===== src/rtl/canfd_bit_timing_calculator_macros.svh =====
// ----------------------------------------------------------------------------
// CAN FD bit timing calculator assertion macros
// Shared property forms, sampled on clk and disabled while arst_n is low.
// ----------------------------------------------------------------------------
`ifndef CANFD_BIT_TIMING_CALCULATOR_MACROS_SVH
`define CANFD_BIT_TIMING_CALCULATOR_MACROS_SVH

// same-cycle implication
`define CBTC_ASSERT_IMP(lbl, ante, cons) \
	lbl: assert property (@(posedge clk) disable iff (!arst_n) (ante) |-> (cons)) \
		else $error("cbtc assertion failed");

// next-cycle implication
`define CBTC_ASSERT_NXT(lbl, ante, cons) \
	lbl: assert property (@(posedge clk) disable iff (!arst_n) (ante) |=> (cons)) \
		else $error("cbtc assertion failed");

`endif


===== src/rtl/cbtc_pkg.sv =====
// ----------------------------------------------------------------------------
// cbtc_pkg
// Types and constants of the CAN FD bit timing calculator.
// ----------------------------------------------------------------------------
package cbtc_pkg;

	localparam int DIV_W           = 29;
	localparam int MAX_PRESCALER   = 32;
	localparam int MAX_ARB_SEG1    = 256;
	localparam int MAX_ARB_SEG2    = 128;
	localparam int MAX_DATA_SEG1   = 32;
	localparam int MAX_DATA_SEG2   = 16;
	localparam int MIN_SEG1        = 2;
	localparam int MIN_SEG2        = 1;
	localparam int MIN_DATA_TQ     = 4;
	localparam int SP_MIN          = 50;
	localparam int SP_MAX          = 90;
	localparam int FACTOR_MAX      = 10;
	localparam int PCT_DIV         = 100;
	// x / 100 as (x * 41944) >> 22, exact for x below 43690
	localparam int PCT_RECIP       = 41944;
	localparam int PCT_SHIFT       = 22;
	localparam int TDC_RATE_MAX    = 1000000;
	localparam int TRIPLE_RATE_MAX = 125000;
	localparam int PPM_SCALE       = 1000000;
	localparam int CLK_RESET       = 168000000;
	localparam int TOL_RESET       = 1000;

	typedef enum logic {
		CFG_CLOCK = 1'b0,
		CFG_TOL   = 1'b1
	} cfg_index_t;

	typedef enum logic [4:0] {
		ST_IDLE,
		ST_PMUL,
		ST_SSTART,
		ST_SDIV,
		ST_SEVAL,
		ST_D1MUL,
		ST_D1FIX,
		ST_A1FIX,
		ST_WMUL1,
		ST_WMUL2,
		ST_CPREP,
		ST_CMUL,
		ST_FIN
	} state_t;

	typedef struct packed {
		logic             start;
		logic [DIV_W-1:0] dividend;
		logic [DIV_W-1:0] divisor;
	} div_req_t;

	typedef struct packed {
		logic             done;
		logic [DIV_W-1:0] quotient;
		logic [DIV_W-1:0] remainder;
	} div_rsp_t;

	typedef struct packed {
		logic [9:0] s1;
		logic [9:0] s2;
	} seg_pair_t;

	// starting data bit length: min(49, 385 / factor)
	function automatic logic [5:0] start_tq(input logic [3:0] factor);
		logic [5:0] r;
		case (factor)
			4'd8:    r = 6'd48;
			4'd9:    r = 6'd42;
			4'd10:   r = 6'd38;
			default: r = 6'd49;
		endcase
		return r;
	endfunction

endpackage


===== src/rtl/cbtc_div.sv =====
// ----------------------------------------------------------------------------
// cbtc_div
// Restoring divider, one quotient bit per cycle.
// ----------------------------------------------------------------------------
module cbtc_div (
	input  logic              clk,
	input  logic              arst_n,
	input  cbtc_pkg::div_req_t req,
	output cbtc_pkg::div_rsp_t rsp
);

	localparam int W = cbtc_pkg::DIV_W;

	logic [W-1:0]         quo_q;
	logic [W-1:0]         rem_q;
	logic [W-1:0]         dsr_q;
	logic [$clog2(W)-1:0] cnt_q;
	logic                 busy_q;
	logic                 done_q;
	logic [W:0]           rem_sh;
	logic                 fits;

	assign rem_sh = {rem_q, quo_q[W-1]};
	assign fits   = rem_sh >= {1'b0, dsr_q};

	always_ff @(posedge clk or negedge arst_n) begin
		if (!arst_n) begin
			busy_q <= 1'b0;
			done_q <= 1'b0;
			cnt_q  <= '0;
		end else begin
			done_q <= 1'b0;
			if (req.start) begin
				busy_q <= 1'b1;
				cnt_q  <= ($clog2(W))'(W - 1);
			end else if (busy_q) begin
				cnt_q <= cnt_q - 1'b1;
				if (cnt_q == '0) begin
					busy_q <= 1'b0;
					done_q <= 1'b1;
				end
			end
		end
	end

	always_ff @(posedge clk) begin
		if (req.start) begin
			quo_q <= req.dividend;
			rem_q <= '0;
			dsr_q <= req.divisor;
		end else if (busy_q) begin
			quo_q <= {quo_q[W-2:0], fits};
			rem_q <= fits ? W'(rem_sh - {1'b0, dsr_q}) : rem_sh[W-1:0];
		end
	end

	assign rsp.done      = done_q;
	assign rsp.quotient  = quo_q;
	assign rsp.remainder = rem_q;

endmodule


===== src/rtl/canfd_bit_timing_calculator.sv =====
// ----------------------------------------------------------------------------
// canfd_bit_timing_calculator
// From accept to result: 1 to 47 search passes, each a prescaler multiply
// and a run of the restoring divider, then the segment split and checks.
// One item at a time; the next is taken while a result waits in the output.
// arst_n clears control state and loads clock 168 MHz and tolerance 1000 ppm.
// ----------------------------------------------------------------------------
`include "canfd_bit_timing_calculator_macros.svh"

// ----------------------------------------------------------------------------
// CAN FD bit timing calculator
// Prescaler search over data bit lengths, segment split and checks.
// ----------------------------------------------------------------------------
module canfd_bit_timing_calculator (
	input  logic        clk,
	input  logic        arst_n,
	input  logic        cfg_valid,
	output logic        cfg_ready,
	input  logic        cfg_index,
	input  logic [28:0] cfg_data,
	input  logic        s_axis_tvalid,
	output logic        s_axis_tready,
	// arbitration_rate[19:0], arbitration_sample_pct[26:20],
	// data_rate_factor[30:27], data_sample_pct[37:31]
	input  logic [39:0] s_axis_tdata,
	output logic        m_axis_tvalid,
	input  logic        m_axis_tready,
	// prescaler[5:0], arb_seg1[14:6], arb_seg2[22:15], arb_jump_width[30:23],
	// data_seg1[36:31], data_seg2[41:37], data_jump_width[46:42],
	// delay_offset[56:47], triple_sample[57], rate_close[58], error_mask[75:59]
	output logic [79:0] m_axis_tdata
);

	localparam logic [19:0] PPM_VEC = 20'(cbtc_pkg::PPM_SCALE);

	cbtc_pkg::state_t   state_q, state_d;
	cbtc_pkg::div_req_t div_req;
	cbtc_pkg::div_rsp_t div_rsp;

	logic [28:0] clock_q;
	logic [19:0] tol_q;
	logic [19:0] rate_q;
	logic [6:0]  sp_a_q, sp_d_q;
	logic [3:0]  factor_q;
	logic [23:0] drate_q;
	logic [5:0]  tq_q;
	logic [28:0] p_q;
	logic [29:0] best_err_q;
	logic [5:0]  best_brp_q, best_tq_q;
	logic [15:0] x_q;
	logic [8:0]  arb_tq_q;
	logic [9:0]  tdc_q;
	logic [5:0]  d1_q;
	logic [4:0]  d2_q;
	logic [8:0]  a1_q;
	logic [7:0]  a2_q;
	logic [34:0] w_q, diff_q;
	logic [55:0] prod_a_q, prod_b_q;
	logic [4:0]  cnt_q;
	logic        out_valid_q;
	logic [79:0] out_data_q;

	logic [19:0] in_rate;
	logic [6:0]  in_sp_a, in_sp_d;
	logic [3:0]  in_factor;
	logic        in_acc;
	logic        search_go;
	logic [28:0] e_hi;
	logic [29:0] err1, err2;
	logic [5:0]  brp1, brp2;
	logic        upd1, upd2;
	logic [31:0] pct_prod;
	logic [9:0]  quo10;
	logic        triple;
	logic [16:0] mask;
	logic        out_load;

	cbtc_div u_div (
		.clk    (clk),
		.arst_n (arst_n),
		.req    (div_req),
		.rsp    (div_rsp)
	);

	function automatic cbtc_pkg::seg_pair_t split_bit(input logic [9:0] quo,
		input logic [9:0] tq, input logic [9:0] max1, input logic [9:0] max2);
		logic [9:0] a, t, b, over;
		cbtc_pkg::seg_pair_t r;
		a = (quo > 10'd1) ? quo - 10'd1 : 10'd0;
		if (a > max1) a = max1;
		t = (tq > a) ? tq - a : 10'd0;
		b = (t > 10'd1) ? t - 10'd1 : 10'd0;
		over = b - max2;
		if (b > max2) begin
			a = (a > over) ? a - over : 10'd0;
			b = max2;
		end
		r.s1 = a;
		r.s2 = b;
		return r;
	endfunction

	function automatic logic [6:0] clamp_sp(input logic [6:0] v);
		logic [6:0] r;
		r = v;
		if (v < 7'(cbtc_pkg::SP_MIN)) r = 7'(cbtc_pkg::SP_MIN);
		if (v > 7'(cbtc_pkg::SP_MAX)) r = 7'(cbtc_pkg::SP_MAX);
		return r;
	endfunction

	assign in_rate   = (s_axis_tdata[19:0] == '0) ? 20'd1 : s_axis_tdata[19:0];
	assign in_sp_a   = clamp_sp(s_axis_tdata[26:20]);
	assign in_sp_d   = clamp_sp(s_axis_tdata[37:31]);
	assign in_factor = (s_axis_tdata[30:27] == '0) ? 4'd1 :
		(s_axis_tdata[30:27] > 4'(cbtc_pkg::FACTOR_MAX)) ? 4'(cbtc_pkg::FACTOR_MAX) :
		s_axis_tdata[30:27];
	assign in_acc    = s_axis_tvalid && s_axis_tready;
	assign cfg_ready = 1'b1;

	// percent scaling by reciprocal multiply
	assign pct_prod = 32'(x_q) * 32'(cbtc_pkg::PCT_RECIP);
	assign quo10    = pct_prod[cbtc_pkg::PCT_SHIFT +: 10];

	// search step: floor prescaler then floor + 1
	assign search_go = (best_err_q != '0) && (tq_q >= 6'(cbtc_pkg::MIN_DATA_TQ)) &&
		(div_rsp.quotient <= 29'(cbtc_pkg::MAX_PRESCALER));
	assign e_hi = p_q - div_rsp.remainder;
	assign upd1 = (div_rsp.quotient != '0) && ({1'b0, div_rsp.remainder} < best_err_q);
	assign err1 = upd1 ? {1'b0, div_rsp.remainder} : best_err_q;
	assign brp1 = upd1 ? div_rsp.quotient[5:0] : best_brp_q;
	assign upd2 = (div_rsp.quotient < 29'(cbtc_pkg::MAX_PRESCALER)) &&
		({1'b0, e_hi} < err1);
	assign err2 = upd2 ? {1'b0, e_hi} : err1;
	assign brp2 = upd2 ? div_rsp.quotient[5:0] + 6'd1 : brp1;

	always_comb begin
		state_d = state_q;
		case (state_q)
			cbtc_pkg::ST_IDLE:    if (in_acc) state_d = cbtc_pkg::ST_PMUL;
			cbtc_pkg::ST_PMUL:    state_d = cbtc_pkg::ST_SSTART;
			cbtc_pkg::ST_SSTART:  state_d = cbtc_pkg::ST_SDIV;
			cbtc_pkg::ST_SDIV:    if (div_rsp.done) state_d = cbtc_pkg::ST_SEVAL;
			cbtc_pkg::ST_SEVAL:   state_d = search_go ? cbtc_pkg::ST_PMUL : cbtc_pkg::ST_D1MUL;
			cbtc_pkg::ST_D1MUL:   state_d = cbtc_pkg::ST_D1FIX;
			cbtc_pkg::ST_D1FIX:   state_d = cbtc_pkg::ST_A1FIX;
			cbtc_pkg::ST_A1FIX:   state_d = cbtc_pkg::ST_WMUL1;
			cbtc_pkg::ST_WMUL1:   state_d = cbtc_pkg::ST_WMUL2;
			cbtc_pkg::ST_WMUL2:   state_d = cbtc_pkg::ST_CPREP;
			cbtc_pkg::ST_CPREP:   state_d = cbtc_pkg::ST_CMUL;
			cbtc_pkg::ST_CMUL:    if (cnt_q == '0) state_d = cbtc_pkg::ST_FIN;
			cbtc_pkg::ST_FIN:     if (out_load) state_d = cbtc_pkg::ST_IDLE;
			default:              state_d = cbtc_pkg::ST_IDLE;
		endcase
	end

	always_comb begin
		s_axis_tready    = (state_q == cbtc_pkg::ST_IDLE);
		out_load         = (state_q == cbtc_pkg::ST_FIN) && (!out_valid_q || m_axis_tready);
		div_req.start    = (state_q == cbtc_pkg::ST_SSTART);
		div_req.dividend = clock_q;
		div_req.divisor  = p_q;
	end

	always_ff @(posedge clk or negedge arst_n) begin
		if (!arst_n) begin
			state_q     <= cbtc_pkg::ST_IDLE;
			clock_q     <= 29'(cbtc_pkg::CLK_RESET);
			tol_q       <= 20'(cbtc_pkg::TOL_RESET);
			out_valid_q <= 1'b0;
		end else begin
			state_q <= state_d;
			if (cfg_valid && cfg_ready) begin
				case (cfg_index)
					cbtc_pkg::CFG_CLOCK: clock_q <= cfg_data;
					cbtc_pkg::CFG_TOL:   tol_q   <= cfg_data[19:0];
					default: ;
				endcase
			end
			if (out_load) out_valid_q <= 1'b1;
			else if (m_axis_tready) out_valid_q <= 1'b0;
		end
	end

	always_ff @(posedge clk) begin
		case (state_q)
			cbtc_pkg::ST_IDLE: begin
				rate_q     <= in_rate;
				sp_a_q     <= in_sp_a;
				sp_d_q     <= in_sp_d;
				factor_q   <= in_factor;
				drate_q    <= 24'(in_rate) * 24'(in_factor);
				tq_q       <= cbtc_pkg::start_tq(in_factor);
				best_tq_q  <= cbtc_pkg::start_tq(in_factor);
				best_err_q <= '1;
				best_brp_q <= 6'(cbtc_pkg::MAX_PRESCALER);
			end
			cbtc_pkg::ST_PMUL: p_q <= 29'(30'(drate_q) * 30'(tq_q));
			cbtc_pkg::ST_SEVAL: begin
				if (search_go) begin
					best_err_q <= err2;
					best_brp_q <= brp2;
					if (upd1 || upd2) best_tq_q <= tq_q;
					tq_q <= tq_q - 6'd1;
				end
			end
			cbtc_pkg::ST_D1MUL: begin
				x_q      <= 16'(sp_d_q) * 16'(best_tq_q);
				arb_tq_q <= 9'(10'(best_tq_q) * 10'(factor_q));
				if (drate_q > 24'(cbtc_pkg::TDC_RATE_MAX)) begin
					tdc_q <= 10'((11'(best_brp_q) * 11'(best_tq_q)) >> 1);
				end else begin
					tdc_q <= '0;
				end
			end
			cbtc_pkg::ST_D1FIX: begin
				d1_q <= split_bit(quo10, 10'(best_tq_q), 10'(cbtc_pkg::MAX_DATA_SEG1),
					10'(cbtc_pkg::MAX_DATA_SEG2)).s1[5:0];
				d2_q <= split_bit(quo10, 10'(best_tq_q), 10'(cbtc_pkg::MAX_DATA_SEG1),
					10'(cbtc_pkg::MAX_DATA_SEG2)).s2[4:0];
				x_q  <= 16'(sp_a_q) * 16'(arb_tq_q);
			end
			cbtc_pkg::ST_A1FIX: begin
				a1_q <= split_bit(quo10, 10'(arb_tq_q), 10'(cbtc_pkg::MAX_ARB_SEG1),
					10'(cbtc_pkg::MAX_ARB_SEG2)).s1[8:0];
				a2_q <= split_bit(quo10, 10'(arb_tq_q), 10'(cbtc_pkg::MAX_ARB_SEG1),
					10'(cbtc_pkg::MAX_ARB_SEG2)).s2[7:0];
			end
			cbtc_pkg::ST_WMUL1: w_q <= 35'(29'(arb_tq_q) * 29'(rate_q));
			cbtc_pkg::ST_WMUL2: w_q <= 35'(w_q[28:0]) * 35'(best_brp_q);
			cbtc_pkg::ST_CPREP: begin
				diff_q   <= (35'(clock_q) > w_q) ? 35'(clock_q) - w_q : w_q - 35'(clock_q);
				prod_a_q <= '0;
				prod_b_q <= '0;
				cnt_q    <= 5'd19;
			end
			cbtc_pkg::ST_CMUL: begin
				// msb-first shift-add: w * tolerance and diff * 1e6
				prod_a_q <= {prod_a_q[54:0], 1'b0} + (tol_q[cnt_q] ? 56'(w_q) : 56'd0);
				prod_b_q <= {prod_b_q[54:0], 1'b0} + (PPM_VEC[cnt_q] ? 56'(diff_q) : 56'd0);
				cnt_q    <= cnt_q - 5'd1;
			end
			default: ;
		endcase
		if (out_load) begin
			out_data_q <= {4'd0, mask, prod_b_q <= prod_a_q, triple, tdc_q, d2_q, d2_q,
				d1_q, a2_q, a2_q, a1_q, best_brp_q};
		end
	end

	assign triple = (rate_q <= 20'(cbtc_pkg::TRIPLE_RATE_MAX)) &&
		(a1_q >= 9'(cbtc_pkg::MIN_SEG1));

	always_comb begin
		mask     = '0;
		mask[0]  = (best_brp_q == '0);
		mask[1]  = (best_brp_q != '0) && (best_brp_q > 6'(cbtc_pkg::MAX_PRESCALER));
		mask[2]  = (a1_q < 9'(cbtc_pkg::MIN_SEG1));
		mask[3]  = !mask[2] && (10'(a1_q) > 10'(cbtc_pkg::MAX_ARB_SEG1));
		mask[4]  = (a2_q < 8'(cbtc_pkg::MIN_SEG2));
		mask[5]  = (9'(a2_q) > 9'(cbtc_pkg::MAX_ARB_SEG2));
		mask[6]  = (a2_q == '0);
		mask[7]  = mask[5];
		mask[10] = (d1_q < 6'(cbtc_pkg::MIN_SEG1));
		mask[11] = (7'(d1_q) > 7'(cbtc_pkg::MAX_DATA_SEG1));
		mask[12] = (d2_q < 5'(cbtc_pkg::MIN_SEG2));
		mask[13] = (6'(d2_q) > 6'(cbtc_pkg::MAX_DATA_SEG2));
		mask[14] = (d2_q == '0);
		mask[15] = mask[13];
	end

	assign m_axis_tvalid = out_valid_q;
	assign m_axis_tdata  = out_data_q;

	`CBTC_ASSERT_NXT(a_accept_leaves_idle, in_acc, state_q != cbtc_pkg::ST_IDLE)
	`CBTC_ASSERT_IMP(a_div_done_waited, div_rsp.done, state_q == cbtc_pkg::ST_SDIV)
	`CBTC_ASSERT_IMP(a_brp_range, state_q == cbtc_pkg::ST_D1MUL,
		best_brp_q != '0 && best_brp_q <= 6'(cbtc_pkg::MAX_PRESCALER))
	`CBTC_ASSERT_IMP(a_tq_floor, state_q == cbtc_pkg::ST_SEVAL,
		tq_q >= 6'(cbtc_pkg::MIN_DATA_TQ - 1))

endmodule


===== config.mk =====
export PLATFORM = sky130hd
export DESIGN_NAME = canfd_bit_timing_calculator
export DESIGN_NICKNAME = d
export VERILOG_FILES = /design/src/rtl/cbtc_pkg.sv /design/src/rtl/cbtc_div.sv /design/src/rtl/canfd_bit_timing_calculator.sv
export VERILOG_INCLUDE_DIRS = /design/src /design/src/rtl
export SDC_FILE = /design/constraint.sdc
export NUM_CORES = 2
export LEC_CHECK = 0
export ABC_AREA = 1
export BUFFER_PORTS_ARGS = -buffer_cell sky130_fd_sc_hd__buf_2
export CAP_MARGIN = 0
export CELL_PAD_IN_SITES_DETAIL_PLACEMENT = 2
export CELL_PAD_IN_SITES_GLOBAL_PLACEMENT = 2
export CORE_UTILIZATION = 42
export DETAILED_ROUTE_END_ITERATION = 16
export PLACE_DENSITY = 0.95
export SLEW_MARGIN = 20
export SYNTH_ARGS = -nofsm -noshare
export SYNTH_HDL_FRONTEND = slang
export SYNTH_HIERARCHICAL = 1
export SYNTH_SLANG_ARGS = --single-unit
export TNS_END_PERCENT = 30

===== constraint.sdc =====
create_clock -name clk -period 25.6 [get_ports clk]
set_clock_uncertainty 0.1 [all_clocks]
set_input_delay 1.28 -clock clk [delete_from_list [all_inputs] [get_ports clk]]
set_output_delay 1.28 -clock clk [all_outputs]
set_load 0.01 [all_outputs]

==> qor.txt, run 1 <==
H-tree Lvls = 3
EDFF count, synth = 505
total grt overflow = 524
clock tree buffer depth = 3
DIE HEIGHT = 402 um
Synth Area per Inst = 7.71 um2
dpl ws = 13540 ps
post-synthesis register bit count = 596
post-synth cell types = 82
dpl hpwl = 274 mm
Post CTS Setup Buffer Count = 0
cell row count = 146
sequential area share after synthesis = 25.8%
First Err = [ERROR GRT-0232] Routing congestion too high. Check the congestion heatmap in the GUI.
Main synth FF type = edfxtp_1
clk sinks = 596
PortBufs = 147
hold_buf cts = 0
Gates resized, CTS repair = 0
Post-synth ARST share = 10.2%
top cell type's share of synthesized area = 22.6%
Yosys top cell by area = edfxtp_1
Synth Cell Area = 0.0672 mm2
top post-synthesis cells by area = edfxtp_1, fa_1, ha_1, nand2_1, inv_1
run status = stopped before the end
Post-Place Cell Area = 0.0700 mm2
Ys Warns = 6
largest net degree at the start of global routing = 68
RePlAce Congestion = 0.927
initial antenna violation count = 112
Failed at = global routing
Starting Density = 42.4%
Total Routing Usage GR = 81.3%
die width = 402 um
CTS Buf Count = 81
Mapped Cells = 8713
root buffer cell = clkbuf_16
I/O Pins = 158
kinds of logic after synthesis:
kind of cell | share of synthesized area [%]
mux | 0.143
flops | 25.8
buf+inv | 11.3
other cells | 0.0112
simple gates | 21.1
xor+xnor | 2.41
fa+ha+maj | 28.5
compound gates | 10.7
Yosys cell counts, drive strengths merged (11+ instances only):
| cell | n |
|---|---|
| ha | 694 |
| clkbuf | 196 |
| nand4 | 126 |
| a211oi | 17 |
| nor2 | 619 |
| nand2 | 2193 |
| o21ai | 446 |
| edfxtp | 505 |
| nor4 | 40 |
| xnor2 | 69 |
| o221ai | 12 |
| a31oi | 45 |
| o21bai | 35 |
| dfxtp | 30 |
| fa | 524 |
| o21a | 51 |
| inv | 1718 |
| or2 | 21 |
| nor3 | 80 |
| xor2 | 116 |
| a21oi | 620 |
| nand3 | 287 |
| nand3b | 17 |
| dfstp | 15 |
| a21o | 16 |
| and2 | 15 |
| dfrtp | 46 |
| buf | 58 |
| o211ai | 11 |
stage by stage:
step | instances | utilization, %
4_1_cts | 10895 | 45.8
3_5_place_dp | 10746 | 44.1
2_1_floorplan | 8724 | -
3_3_place_gp | 10746 | 44.1
layer usage:
metal / GRT overflow / GRT usage [%]
met1: 26 / 80.2
met4: 226 / 78.8
met5: 5 / 59.2
met3: 41 / 73.5
met2: 226 / 91.9
==> run 2, diff against run 1 <==
--- a/config.mk
+++ b/config.mk
@@ -9,11 +9,9 @@
 export ABC_AREA = 1
 export BUFFER_PORTS_ARGS = -buffer_cell sky130_fd_sc_hd__buf_2
 export CAP_MARGIN = 0
-export CELL_PAD_IN_SITES_DETAIL_PLACEMENT = 2
-export CELL_PAD_IN_SITES_GLOBAL_PLACEMENT = 2
-export CORE_UTILIZATION = 42
+export CORE_UTILIZATION = 40
 export DETAILED_ROUTE_END_ITERATION = 16
-export PLACE_DENSITY = 0.95
+export PLACE_DENSITY_LB_ADDON = 0.15
 export SLEW_MARGIN = 20
 export SYNTH_ARGS = -nofsm -noshare
 export SYNTH_HDL_FRONTEND = slang
==> run 2 against run 1 <==
Net effect:
- the flow now finishes without violations
- area after synthesis unchanged
- synthesized cell count did not move
==> qor.txt, run 2 <==
Synth Cell Area = 0.0672 mm2 (unchanged)
most used cell, CP = nand2_1
CP peak stage delay = 550 ps
Crit Path Max Fanout = 10
post-synth cell types = 82 (unchanged)
critical path required time = 26080 ps
initial antenna violation count = 4
die width = 412 um (+2.5%)
RSZ-0062 raised after global routing = no
RePlAce Congestion = 0.935 (+0.85%)
critical path class = register to register
Ys Warns = 6 (unchanged)
Final setup violation count = 0
Synth-to-Final Area Change = 8.50%
Worst Path Arrival = 10990 ps
crit path from = x_q[4]
max_cap viols = 0
Reg2Reg Setup Slack = 15090 ps
run status = finished clean
Hold WC Path Type = input port to async pin
top cell type's share of synthesized area = 22.6% (unchanged)
I/O Pins = 158 (unchanged)
initial DRC count = 3830
H-tree Lvls = 3 (unchanged)
root buffer cell = clkbuf_16
Mapped Cells = 8713 (unchanged)
sequential area share after synthesis = 25.8% (unchanged)
largest net degree at the start of global routing = 73
EDFF count, synth = 505 (unchanged)
commonest cells after routing, fill and taps aside = nand2_1, inv_1, ha_1, a21oi_1, nor2_1
dpl hpwl = 157 mm (-43%)
clk sinks = 596 (unchanged)
drt wl/cell = 17.9 um
setup TNS = 0 ps
total grt overflow = 0
DIE HEIGHT = 412 um (+2.5%)
Die ar. = 0.170 mm2
Final Max Slew Viols = 0
vias in the first global route = 56206
Final period util = 41.1%
CP Capture Point = a1_q[4]
Post-route DRC = 0
clk_lat worst skew = 730 ps
Post CTS Setup Buffer Count = 0 (unchanged)
max reg flops = 58
Yosys top cell by area = edfxtp_1
vias per inst = 5.12
Rel. slew slack = 26.6%
fillcell total = 16966
reg2reg start = x_q[4]
Main synth FF type = edfxtp_1
TritonCTS clock tree = yes
cell row count = 150 (+2.7%)
Synth Area per Inst = 7.71 um2 (unchanged)
fmax = 95.1 MHz
Total Routing Usage GR = 23.3%
Post-synth top cells = nand2_1, inv_1, ha_1
clock tree buffer depth = 3 (unchanged)
top post-synthesis cells by area = edfxtp_1, fa_1, ha_1, nand2_1, inv_1
CP Launch Type = register
Fin. Hold Viols = 0
CTS Buf Count = 79 (-2.5%)
reg2reg path depth = 63
most frequent cell after synthesis = nand2_1
Starting Density = 40.2% (-2.1 points)
NumNets Final = 10046
first-pass GRT wire length = 311 mm
share of cells above drive strength 1 = 5.59%
Final Critical Period = 10510 ps
dpl cells = 10875 (+1.2%)
Core Area = 0.167 mm2
Worst Setup End Kind = register
CP max stage cell = fa_1
Gates resized, CTS repair = 0 (unchanged)
hold_buf cts = 0 (unchanged)
Worst-path clk slew = 60 ps
commonest non-fill, non-tap cell in the layout = nand2_1
Routed WL = 197 mm
non-filler instance count after layout = 11025
PortBufs = 147 (unchanged)
post-synthesis register bit count = 596 (unchanged)
Post-DRT Antenna Nets = 0
Post-synth ARST share = 10.2% (unchanged)
Reg area = 0.0173 mm2
multi-input logic area = 0.0425 mm2
r2r endpoint = a1_q[4]
Slew @ Worst Pin = 1100 ps
drt first pass iters = 6
vias = 56473
## run 2: worst max-delay path: cells and delay by family (launching register included)
kind,cells,cell delay (ps)
adders and majority gates,12,4050
buffers and inverters,12,900
DFF,1,510
and+or+nand+nor,30,3410
AOI/OAI and AO/OA,9,1390
## run 2: cell type report
type / instances / share of cell area (%)
Antenna cell: 1 / 0.00343
Clock buffer: 105 / 2.98
Clock inverter: 43 / 0.753
Inverter: 1722 / 8.87
Multi-Input combinational cell: 6152 / 58.3
Sequential cell: 596 / 23.7
Tap cell: 2204 / 3.78
Timing Repair Buffer: 202 / 1.59
## run 2: layer usage
| layer | track usage (%) | routed length, um |
|---|---|---|
| met1 | 32.8 | 94000 |
| met2 | 37.2 | 87900 |
| met3 | 2.94 | 9570 |
| met4 | 6.81 | 5700 |
| met5 | 0 | 10 |
## run 2: metrics by stage
stage	utilization [%]	worst slack, ps	instance area, um2	hold WS [ps]
6_report	43.6	15090	72900	276
4_1_cts	43.6	15060	72900	211
2_1_floorplan	-	16300	67200	300
3_3_place_gp	42.0	15130	70200	307
3_5_place_dp	42.0	15080	70200	305
5_1_grt	43.6	14010	72900	242
## run 2: worst min path at each step
stage / slack [ps] / from / end / depth (start not counted)
global placement: 310 / tdc_q[4] / m_axis_tdata[51] / 0
floorplan: 300 / tdc_q[0] / m_axis_tdata[47] / 0
finish: 280 / arst_n / clock_q[23] / 1
CTS: 210 / arst_n / clock_q[23] / 1
detailed placement: 300 / tdc_q[1] / m_axis_tdata[48] / 0
global route: 240 / arst_n / clock_q[23] / 1
## run 2: logic make-up after synthesis
family | share of synthesized area (%)
fa+ha+maj | 28.5
other cells | 0.0112
buf+inv | 11.3
flops | 25.8
compound gates | 10.7
mux | 0.143
xor+xnor | 2.41
simple gates | 21.1
Power of run 2 is not shown: default switching activity piles up to over one toggle a cycle in this logic, so the estimate is an artifact.
